<file path="src/sv/ppc_pkg.sv">
package ppc_pkg;

  typedef struct packed {
    logic               first_in_sequence;
    logic signed [31:0] step_x;
    logic signed [31:0] step_y;
    logic signed [15:0] quat_x;
    logic signed [15:0] quat_y;
    logic signed [15:0] quat_z;
    logic signed [15:0] quat_w;
  } in_item_t;

  typedef struct packed {
    logic signed [31:0] out_x;
    logic signed [31:0] out_y;
    logic        [15:0] out_heading;
  } out_item_t;

  // configuration register indexes
  localparam logic [1:0] CFG_INIT_X       = 2'd0;
  localparam logic [1:0] CFG_INIT_Y       = 2'd1;
  localparam logic [1:0] CFG_INIT_HEADING = 2'd2;

  localparam int CW = 40;  // CORDIC datapath width
  localparam int MW = 33;  // multiplier operand width
  localparam int AW = 66;  // accumulator width
  localparam int TABLE_LEN = 32;

  localparam logic signed [CW-1:0] CORDIC_GAIN = 40'sd652032875;
  localparam logic [31:0] HALF_TURN = 32'h8000_0000;
  localparam logic [31:0] QUARTER_TURN = 32'h4000_0000;

  typedef struct packed {
    logic       load;
    logic       step;
    logic       vec;   // vectoring when set, rotation otherwise
    logic [4:0] idx;
  } cordic_ctl_t;

  function automatic logic [31:0] atan_ang(input logic [4:0] i);
    logic [31:0] r;
    case (i)
      5'd0:  r = 32'h20000000;
      5'd1:  r = 32'h12E4051E;
      5'd2:  r = 32'h09FB385B;
      5'd3:  r = 32'h051111D4;
      5'd4:  r = 32'h028B0D43;
      5'd5:  r = 32'h0145D7E1;
      5'd6:  r = 32'h00A2F61E;
      5'd7:  r = 32'h00517C55;
      5'd8:  r = 32'h0028BE53;
      5'd9:  r = 32'h00145F2F;
      5'd10: r = 32'h000A2F98;
      5'd11: r = 32'h000517CC;
      5'd12: r = 32'h00028BE6;
      5'd13: r = 32'h000145F3;
      5'd14: r = 32'h0000A2FA;
      5'd15: r = 32'h0000517D;
      5'd16: r = 32'h000028BE;
      5'd17: r = 32'h0000145F;
      5'd18: r = 32'h00000A30;
      5'd19: r = 32'h00000518;
      5'd20: r = 32'h0000028C;
      5'd21: r = 32'h00000146;
      5'd22: r = 32'h000000A3;
      5'd23: r = 32'h00000051;
      5'd24: r = 32'h00000029;
      5'd25: r = 32'h00000014;
      5'd26: r = 32'h0000000A;
      5'd27: r = 32'h00000005;
      5'd28: r = 32'h00000003;
      5'd29: r = 32'h00000001;
      5'd30: r = 32'h00000001;
      default: r = 32'h00000000;
    endcase
    return r;
  endfunction

endpackage

</file>
<file path="src/sv/ppc_cordic.sv">
module ppc_cordic import ppc_pkg::*; (
  input  logic                 clk,
  input  cordic_ctl_t          ctl,
  input  logic signed [CW-1:0] load_x,
  input  logic signed [CW-1:0] load_y,
  input  logic        [31:0]   load_z,
  output logic signed [CW-1:0] x,
  output logic signed [CW-1:0] y,
  output logic        [31:0]   z
);
  logic signed [CW-1:0] xs, ys, x_next, y_next;
  logic        [31:0]   z_next, ang;
  logic                 neg;

  always_comb begin
    xs  = x >>> ctl.idx;
    ys  = y >>> ctl.idx;
    ang = atan_ang(ctl.idx);
    // vectoring drives y towards zero, rotation drives z towards zero
    neg = ctl.vec ? (y > 0) : z[31];
    if (neg) begin
      x_next = x + ys;
      y_next = y - xs;
      z_next = z + ang;
    end else begin
      x_next = x - ys;
      y_next = y + xs;
      z_next = z - ang;
    end
  end

  always_ff @(posedge clk) begin
    if (ctl.load) begin
      x <= load_x;
      y <= load_y;
      z <= load_z;
    end else if (ctl.step) begin
      x <= x_next;
      y <= y_next;
      z <= z_next;
    end
  end
endmodule

</file>
<file path="config.mk">
export PLATFORM = sky130hd
export DESIGN_NAME = ppc_cordic
export DESIGN_NICKNAME = d
export VERILOG_FILES = /design/src/sv/ppc_pkg.sv /design/src/sv/ppc_cordic.sv
export SDC_FILE = /design/constraint.sdc
export NUM_CORES = 1
export LEC_CHECK = 0
export BUFFER_PORTS_ARGS = -buffer_cell sky130_fd_sc_hd__buf_2
export CAP_MARGIN = 20
export CORE_ASPECT_RATIO = 1.75
export CORE_MARGIN = 2
export CORE_UTILIZATION = 51
export CTS_CLUSTER_DIAMETER = 80
export CTS_CLUSTER_SIZE = 30
export DETAILED_ROUTE_END_ITERATION = 10
export GPL_TIMING_DRIVEN = 1
export HOLD_SLACK_MARGIN = 0.03
export PLACE_DENSITY_LB_ADDON = 0.05
export SYNTH_ARGS = -nofsm -noshare
export SYNTH_HDL_FRONTEND = slang
export SYNTH_SLANG_ARGS = --single-unit
</file>
<file path="constraint.sdc">
create_clock -name clk -period 13.53 [get_ports clk]
set_clock_uncertainty 0.05 [all_clocks]
set_input_delay 0.6765 -clock clk [delete_from_list [all_inputs] [get_ports clk]]
set_output_delay 0.6765 -clock clk [all_outputs]
set_load 0.02 [all_outputs]
</file>
==> results of run 1 <==
worst paths after layout:
kind | slack, ns | endpoint | start
worst min register to register | 0.68 | z[0] | z[0]
worst max register to register | 6.23 | x[39] | y[27]
worst min-delay path | 0.50 | y[25] | load_y[25]
worst max-delay path | 5.36 | z[30] | ctl[0]
layer usage:
metal / vias up / part of all wire
met1: 8886 / 0.36
met4: 0 / 0.085
met5: - / 0
li1: 8544 / -
met3: 242 / 0.056
met2: 854 / 0.50
area by class of cell:
| cell class | count | share of cell area |
|---|---|---|
| timing repair buffer | 259 | 0.0688 |
| inverter | 53 | 0.00991 |
| tap | 470 | 0.0293 |
| clock inverter | 7 | 0.00231 |
| clock buffer | 9 | 0.0112 |
| sequential | 112 | 0.168 |
| multi-input combinational | 1859 | 0.711 |
| antenna | 2 | 0.000249 |
logic make-up (layout without fill, tap and decap cells):
family	Yosys count	count (layout)	share of synthesized area
compound gates	717	717	0.251
xor+xnor	187	187	0.0887
fa+ha+maj	126	126	0.0866
buf+inv	186	328	0.0462
flops	112	112	0.182
mux	218	218	0.186
other cells	0	2	0
simple gates	611	611	0.160
sequential cells by signal, summed over array words and instances, names as in the netlist:
register / count
x: 40
y: 40
z: 32
per-stage QoR:
step / cells / instance area (um^2)
floorplan: 2157 / 18500
finish: 2771 / 20100
global route: 2770 / 20100
detailed placement: 2752 / 19800
CTS: 2768 / 20100
global placement: 2752 / 19800
cells in the final DEF (no fill, tap or decap), types with 15 or more instances in the layout:
master	instances
sky130_fd_sc_hd__inv_1	50
sky130_fd_sc_hd__nor3_1	43
sky130_fd_sc_hd__xnor2_1	100
sky130_fd_sc_hd__o21bai_1	17
sky130_fd_sc_hd__edfxtp_1	112
sky130_fd_sc_hd__a31oi_1	33
sky130_fd_sc_hd__buf_2	228
sky130_fd_sc_hd__a211oi_1	35
sky130_fd_sc_hd__o31ai_1	23
sky130_fd_sc_hd__nor2b_1	17
sky130_fd_sc_hd__mux2i_1	68
sky130_fd_sc_hd__and3_1	20
sky130_fd_sc_hd__nand3_1	31
sky130_fd_sc_hd__a21o_1	61
sky130_fd_sc_hd__ha_1	123
sky130_fd_sc_hd__and2_1	21
sky130_fd_sc_hd__nor2_1	132
sky130_fd_sc_hd__xor2_1	87
sky130_fd_sc_hd__nor4_1	15
sky130_fd_sc_hd__o21ai_0	184
sky130_fd_sc_hd__buf_4	29
sky130_fd_sc_hd__nand2_1	227
sky130_fd_sc_hd__o211ai_1	15
sky130_fd_sc_hd__mux4_2	94
sky130_fd_sc_hd__a21oi_1	162
sky130_fd_sc_hd__mux2_2	56
sky130_fd_sc_hd__o21a_1	28
sky130_fd_sc_hd__nand2b_1	32
critical path, stage by stage:
cell and delay, ns:
sky130_fd_sc_hd__buf_4 0.47, sky130_fd_sc_hd__buf_4 0.71, sky130_fd_sc_hd__inv_2 0.04, sky130_fd_sc_hd__buf_4 0.34, sky130_fd_sc_hd__ha_1 0.50, sky130_fd_sc_hd__nand2b_1 0.19, sky130_fd_sc_hd__a21oi_1 0.12, sky130_fd_sc_hd__a211o_1 0.38
sky130_fd_sc_hd__a2111oi_0 0.61, sky130_fd_sc_hd__nand3_1 0.15, sky130_fd_sc_hd__inv_1 0.10, sky130_fd_sc_hd__nand4_1 0.14, sky130_fd_sc_hd__o21ai_1 0.88, sky130_fd_sc_hd__xnor2_1 0.19, sky130_fd_sc_hd__ha_1 0.40, sky130_fd_sc_hd__or2_2 0.33
sky130_fd_sc_hd__a21oi_1 0.16, sky130_fd_sc_hd__a21oi_1 0.08, sky130_fd_sc_hd__a221oi_1 0.36, sky130_fd_sc_hd__o221ai_1 0.19, sky130_fd_sc_hd__o41ai_1 0.54, sky130_fd_sc_hd__o21ai_0 0.27, sky130_fd_sc_hd__o21ai_0 0.23, sky130_fd_sc_hd__o211ai_1 0.10
==> results.md, run 1 <==
Routing
* **iteration count of the initial detailed-routing pass** 5
* **First DRT Iteration DRCs** 1490
* **Routed Antenna Nets** 0
* **number of remaining DRC errors** 0
* **count of vias placed by the detailed router** 18500
* **per-cell routed wire length** 25.1 um
* **Detailed Route WL** 69700 um
* **drt via density** 6.69

Placement
* **gpl congestion** 1.08
* **dpl ws** 5.02 ns
* **count of input and output buffers** 232
* **detailed placer's ending HPWL** 54400 um

CTS
* **cts-stage hold buffer count** 0
* **Bufs on Longest Clock Path** 2
* **Inserted Clock Buffers** 9
* **library cell used as clock root buffer** sky130_fd_sc_hd__clkbuf_16
* **TritonCTS clock tree** yes
* **CTS clock-pin slew for the worst setup and hold paths** 0.09 ns
* **number of sinks driven by the clock tree** 112
* **clock latency of the later-clocked register in the worst-skew pair** 0.40 ns
* **postcts setup bufs** 0
* **# resized after CTS** 0
* **H-Tree Level Count** 3

Setup path
* **Critical Path AT** 8.25 ns
* **r2r worst-path depth** 19
* **endpoint required time on the critical path** 13.61 ns
* **capturing element type of the critical path** flop
* **startpoint types** input port
* **maximum fanout count along the critical path** 50
* **class of the most critical setup path** input port to flop

Floorplanning
* **chip height** 256 um
* **starting utilization of the core area** 0.516
* **number of ports placed on the die boundary** 233
* **DIE AREA** 37800 um^2
* **total core area** 35800 um^2
* **floorplan die width** 148 um
* **number of rows in the core area** 92

GRT
* **global routing usage summed across all routing layers** 0.361
* **met2 global-route usage** 0.629
* **met3 track demand over resource** 0.0467
* **via count of the first global-routing pass** 18100
* **gr ovfl total** 0
* **largest net degree at the start of global routing** 134
* **initial antenna violation count** 2
* **wire length of the first global-routing pass** 106000 um
* **routing usage on met1** 0.397
* **most heavily used metal layer in global routing** met2

STA
* **final hold slack** 0.504 ns
* **number of failing setup endpoints in the final timing report** 0
* **setup_tns** 0 ns
* **Final WS setup** 5.36 ns
* **relative slew slack** 0.270
* **fraction of the cycle the final worst path needs** 0.604
* **min cycle time layout** 8.17 ns
* **pins over their slew limit** 0
* **actual slew at the worst max-slew pin** 1.09 ns
* **peak clock frequency supported by timing** 122 MHz
* **unrepaired setup endpoints after global routing** false
* **Final Hold Fails** 0

Cells and area
* **area of the multi-input gates** 14300 um^2
* **Area growth, synth to finish** 8.72%
* **utilization after layout** 0.561
* **count of fill cells added during filler insertion** 3394
* **share of cells above drive strength 1** 0.198
* **final layout net count** 2541
* **register area** 3360 um^2

Synthesis
* **Post-Syn Instances** 2157
* **commonest cells in the netlist** 227 x sky130_fd_sc_hd__nand2_1, 185 x sky130_fd_sc_hd__o21ai_0, 162 x sky130_fd_sc_hd__a21oi_1
* **total of flip-flops plus latches after synthesis** 112
* **top cells by area in the synthesized netlist** sky130_fd_sc_hd__edfxtp_1 18%, sky130_fd_sc_hd__mux4_2 11%, sky130_fd_sc_hd__ha_1 8.3%, sky130_fd_sc_hd__o21ai_0 5.0%, sky130_fd_sc_hd__xnor2_1 4.7%
* **count of flip-flops with a built-in enable after synthesis** 112
* **Syn Std Cell Area** 18500 um^2
* **Warnings, synthesis** 0
* **sequential area share after synthesis** 0.182
* **library cell occupying the most area in the post-synthesis netlist** sky130_fd_sc_hd__edfxtp_1
* **count of distinct cell types in the synthesized netlist** 87
* **top cell type's share of synthesized area** 0.182
* **most instantiated library cell after synthesis** sky130_fd_sc_hd__nand2_1
* **share of synthesized registers carrying an async set or reset** 0
* **commonest register cell after synthesis** sky130_fd_sc_hd__edfxtp_1
* **Syn Nets** 2404
* **synthesized area per cell** 8.56 um^2

Status
* **run status** completed

Worst hold path
* **Hold/Removal Path Class** input port to flop
* **worst hold path depth** 3

Job
* **Max-cap violations** 0

Power of run 1 is not shown: default switching activity piles up to over one toggle a cycle in this logic, so the estimate is an artifact.
==> run 2, diff against run 1 <==
--- a/config.mk
+++ b/config.mk
@@ -5,6 +5,7 @@
 export SDC_FILE = /design/constraint.sdc
 export NUM_CORES = 1
 export LEC_CHECK = 0
+export ABC_AREA = 1
 export BUFFER_PORTS_ARGS = -buffer_cell sky130_fd_sc_hd__buf_2
 export CAP_MARGIN = 20
 export CORE_ASPECT_RATIO = 1.75
==> constraint.sdc (replaced) <==
create_clock -name clk -period 7.52 [get_ports clk]
set_clock_uncertainty 0.05 [all_clocks]
set_input_delay 0.376 -clock clk [delete_from_list [all_inputs] [get_ports clk]]
set_output_delay 0.376 -clock clk [all_outputs]
set_load 0.02 [all_outputs]
==> results.md, run 2 <==
Setup path
* **r2r worst-path depth** 23
* **capturing element type of the critical path** flop
* **register-to-register setup slack** 0.69 ns
* **endpoint required time on the critical path** 7.63 ns
* **maximum fanout count along the critical path** 22
* **Critical Path AT** 6.93 ns
* **class of the most critical setup path** flop to flop
* **Crit Reg-Reg Endpoint** x[18]
* **startpoint types** flop
* **beginning of the worst register-to-register path** y[21]

CTS
* **clock latency of the later-clocked register in the worst-skew pair** 0.40 ns
* **TritonCTS clock tree** yes
* **number of sinks driven by the clock tree** 112
* **cts-stage hold buffer count** 0
* **Inserted Clock Buffers** 9
* **CTS clock-pin slew for the worst setup and hold paths** 0.10 ns
* **postcts setup bufs** 0
* **library cell used as clock root buffer** sky130_fd_sc_hd__clkbuf_16
* **H-Tree Level Count** 3
* **# resized after CTS** 0
* **Bufs on Longest Clock Path** 2

Synthesis
* **total of flip-flops plus latches after synthesis** 112
* **Syn Nets** 3640
* **top cells by area in the synthesized netlist** sky130_fd_sc_hd__nand2_1 22%, sky130_fd_sc_hd__edfxtp_1 17%, sky130_fd_sc_hd__nand3_1 14%, sky130_fd_sc_hd__ha_1 7.8%, sky130_fd_sc_hd__inv_1 5.9%
* **Post-Syn Instances** 3393
* **top cell type's share of synthesized area** 0.224
* **synthesized area per cell** 5.79 um^2
* **sequential area share after synthesis** 0.171
* **share of synthesized registers carrying an async set or reset** 0
* **count of distinct cell types in the synthesized netlist** 56
* **most instantiated library cell after synthesis** sky130_fd_sc_hd__nand2_1
* **Warnings, synthesis** 0
* **library cell occupying the most area in the post-synthesis netlist** sky130_fd_sc_hd__nand2_1
* **count of flip-flops with a built-in enable after synthesis** 112
* **Syn Std Cell Area** 19700 um^2
* **commonest cells in the netlist** 1171 x sky130_fd_sc_hd__nand2_1, 562 x sky130_fd_sc_hd__nand3_1, 308 x sky130_fd_sc_hd__inv_1
* **commonest register cell after synthesis** sky130_fd_sc_hd__edfxtp_1

Routing
* **Detailed Route WL** 86800 um
* **Routed Antenna Nets** 0
* **count of vias placed by the detailed router** 24400
* **iteration count of the initial detailed-routing pass** 7
* **First DRT Iteration DRCs** 2345
* **per-cell routed wire length** 21.5 um
* **number of remaining DRC errors** 0
* **drt via density** 6.07

STA
* **relative slew slack** 0.241
* **min cycle time layout** 6.83 ns
* **number of failing setup endpoints in the final timing report** 0
* **peak clock frequency supported by timing** 147 MHz
* **setup_tns** 0 ns
* **Final Hold Fails** 0
* **unrepaired setup endpoints after global routing** false
* **pins over their slew limit** 0
* **final hold slack** 0.187 ns
* **fraction of the cycle the final worst path needs** 0.908
* **actual slew at the worst max-slew pin** 1.13 ns

Floorplanning
* **chip height** 264 um
* **number of ports placed on the die boundary** 233
* **starting utilization of the core area** 0.515
* **DIE AREA** 40200 um^2
* **floorplan die width** 152 um
* **total core area** 38200 um^2
* **number of rows in the core area** 95

Cells and area
* **Regs by FF count** x x40, y x40, z x32
* **share of cells above drive strength 1** 0.114
* **Area growth, synth to finish** 8.20%
* **leading cell types in the layout, fill and taps excluded** 1171 x sky130_fd_sc_hd__nand2_1, 562 x sky130_fd_sc_hd__nand3_1, 308 x sky130_fd_sc_hd__inv_1
* **utilization after layout** 0.558
* **commonest non-fill, non-tap cell in the layout** sky130_fd_sc_hd__nand2_1
* **final layout net count** 3782

GRT
* **wire length of the first global-routing pass** 132000 um
* **initial antenna violation count** 8
* **via count of the first global-routing pass** 24000
* **global routing usage summed across all routing layers** 0.421
* **largest net degree at the start of global routing** 87
* **gr ovfl total** 0

Power and ir drop
* **peak supply drop** 0.346 mV
* **total leakage power** 11.1 nW
* **total chip power** 11.5 mW
* **power density over cell area** 540 nW/um^2

Job
* **Max-cap violations** 0

Placement
* **count of input and output buffers** 232
* **gpl congestion** 1.07
* **detailed placer's ending HPWL** 68700 um

Worst hold path
* **Hold/Removal Path Class** input port to flop
* **hold path startpoint** load_x[35]
* **worst hold path depth** 3
* **hold worst-path end** x[35]

Status
* **run status** completed

run 2: worst max-delay path by stage:
stage,endpoint,startpoint,slack (ns)
final,x[18],y[21],0.69
after global routing,x[18],y[21],0.62
after CTS,x[39],y[21],0.95
after detailed placement,x[39],ctl[0],0.79
after global placement,x[39],ctl[2],0.88
after floorplan,x[18],y[21],2.86
run 2: kinds of logic after synthesis:
logic type,count (synthesis),share of synthesized area
buffers and inverters,456,0.0991
adders and majority gates,126,0.0813
AOI/OAI and AO/OA,443,0.128
and+or+nand+nor,2146,0.471
xor gates and xnor gates,110,0.0490
DFF,112,0.171
run 2: through the flow:
| stage | instance area (um^2) | worst slack, ns | std cells |
|---|---|---|---|
| 2_1_floorplan | 19700 | 2.86 | 3393 |
| 3_3_place_gp | 20900 | 0.885 | 4004 |
| 6_report | 21300 | 0.694 | 4029 |
| 3_5_place_dp | 20900 | 0.785 | 4005 |
| 5_1_grt | 21300 | 0.620 | 4026 |
| 4_1_cts | 21200 | 0.949 | 4021 |
run 2: layout make-up:
type,instances,area [um^2]
sequential,112,3360
clock buffer,9,225
timing repair buffer,261,1410
clock inverter,7,65.1
multi-input combinational,2825,14400
inverter,326,1230
antenna,4,10.0
tap,485,607
fill,4049,16900
run 2: report_power, final:
part | total, mW | internal, mW | switching [mW] | leakage [nW]
Clock | 0.528 | 0.233 | 0.296 | 0.137
Sequential | 1.75 | 1.16 | 0.590 | 1.16
Combinational | 9.21 | 3.04 | 6.17 | 9.83
Total | 11.5 | 4.43 | 7.05 | 11.1
run 2: routing by layer:
metal | vias up | global-route usage | part of all wire
met4 | 8 | 0.397 | 0.11
li1 | 11600 | - | -
met2 | 1333 | 0.730 | 0.48
met3 | 490 | 0.0978 | 0.076
met5 | - | 0 | 0.00059
met1 | 11100 | 0.409 | 0.33
run 2: critical path, stage by stage, from the launching register on:
cell and delay (ns):
sky130_fd_sc_hd__edfxtp_1 0.54, sky130_fd_sc_hd__or2_2 0.36, sky130_fd_sc_hd__nor4_1 0.45, sky130_fd_sc_hd__nand4_1 0.17, sky130_fd_sc_hd__nor2_1 0.31, sky130_fd_sc_hd__o21a_2 0.43, sky130_fd_sc_hd__clkinv_1 0.35, sky130_fd_sc_hd__buf_4 0.35
sky130_fd_sc_hd__o21ai_0 0.26, sky130_fd_sc_hd__xnor2_1 0.14, sky130_fd_sc_hd__inv_1 0.06, sky130_fd_sc_hd__ha_1 0.33, sky130_fd_sc_hd__a21oi_1 0.20, sky130_fd_sc_hd__a21boi_0 0.32, sky130_fd_sc_hd__o21ai_0 0.21, sky130_fd_sc_hd__a21oi_1 0.17
sky130_fd_sc_hd__inv_1 0.07, sky130_fd_sc_hd__nand2_1 0.06, sky130_fd_sc_hd__nand2_1 0.21, sky130_fd_sc_hd__a21boi_0 0.91, sky130_fd_sc_hd__inv_1 0.15, sky130_fd_sc_hd__or2_2 0.31, sky130_fd_sc_hd__nand3_1 0.07, sky130_fd_sc_hd__nand2_1 0.08
Note: power is estimated with default switching activity, not from simulation.
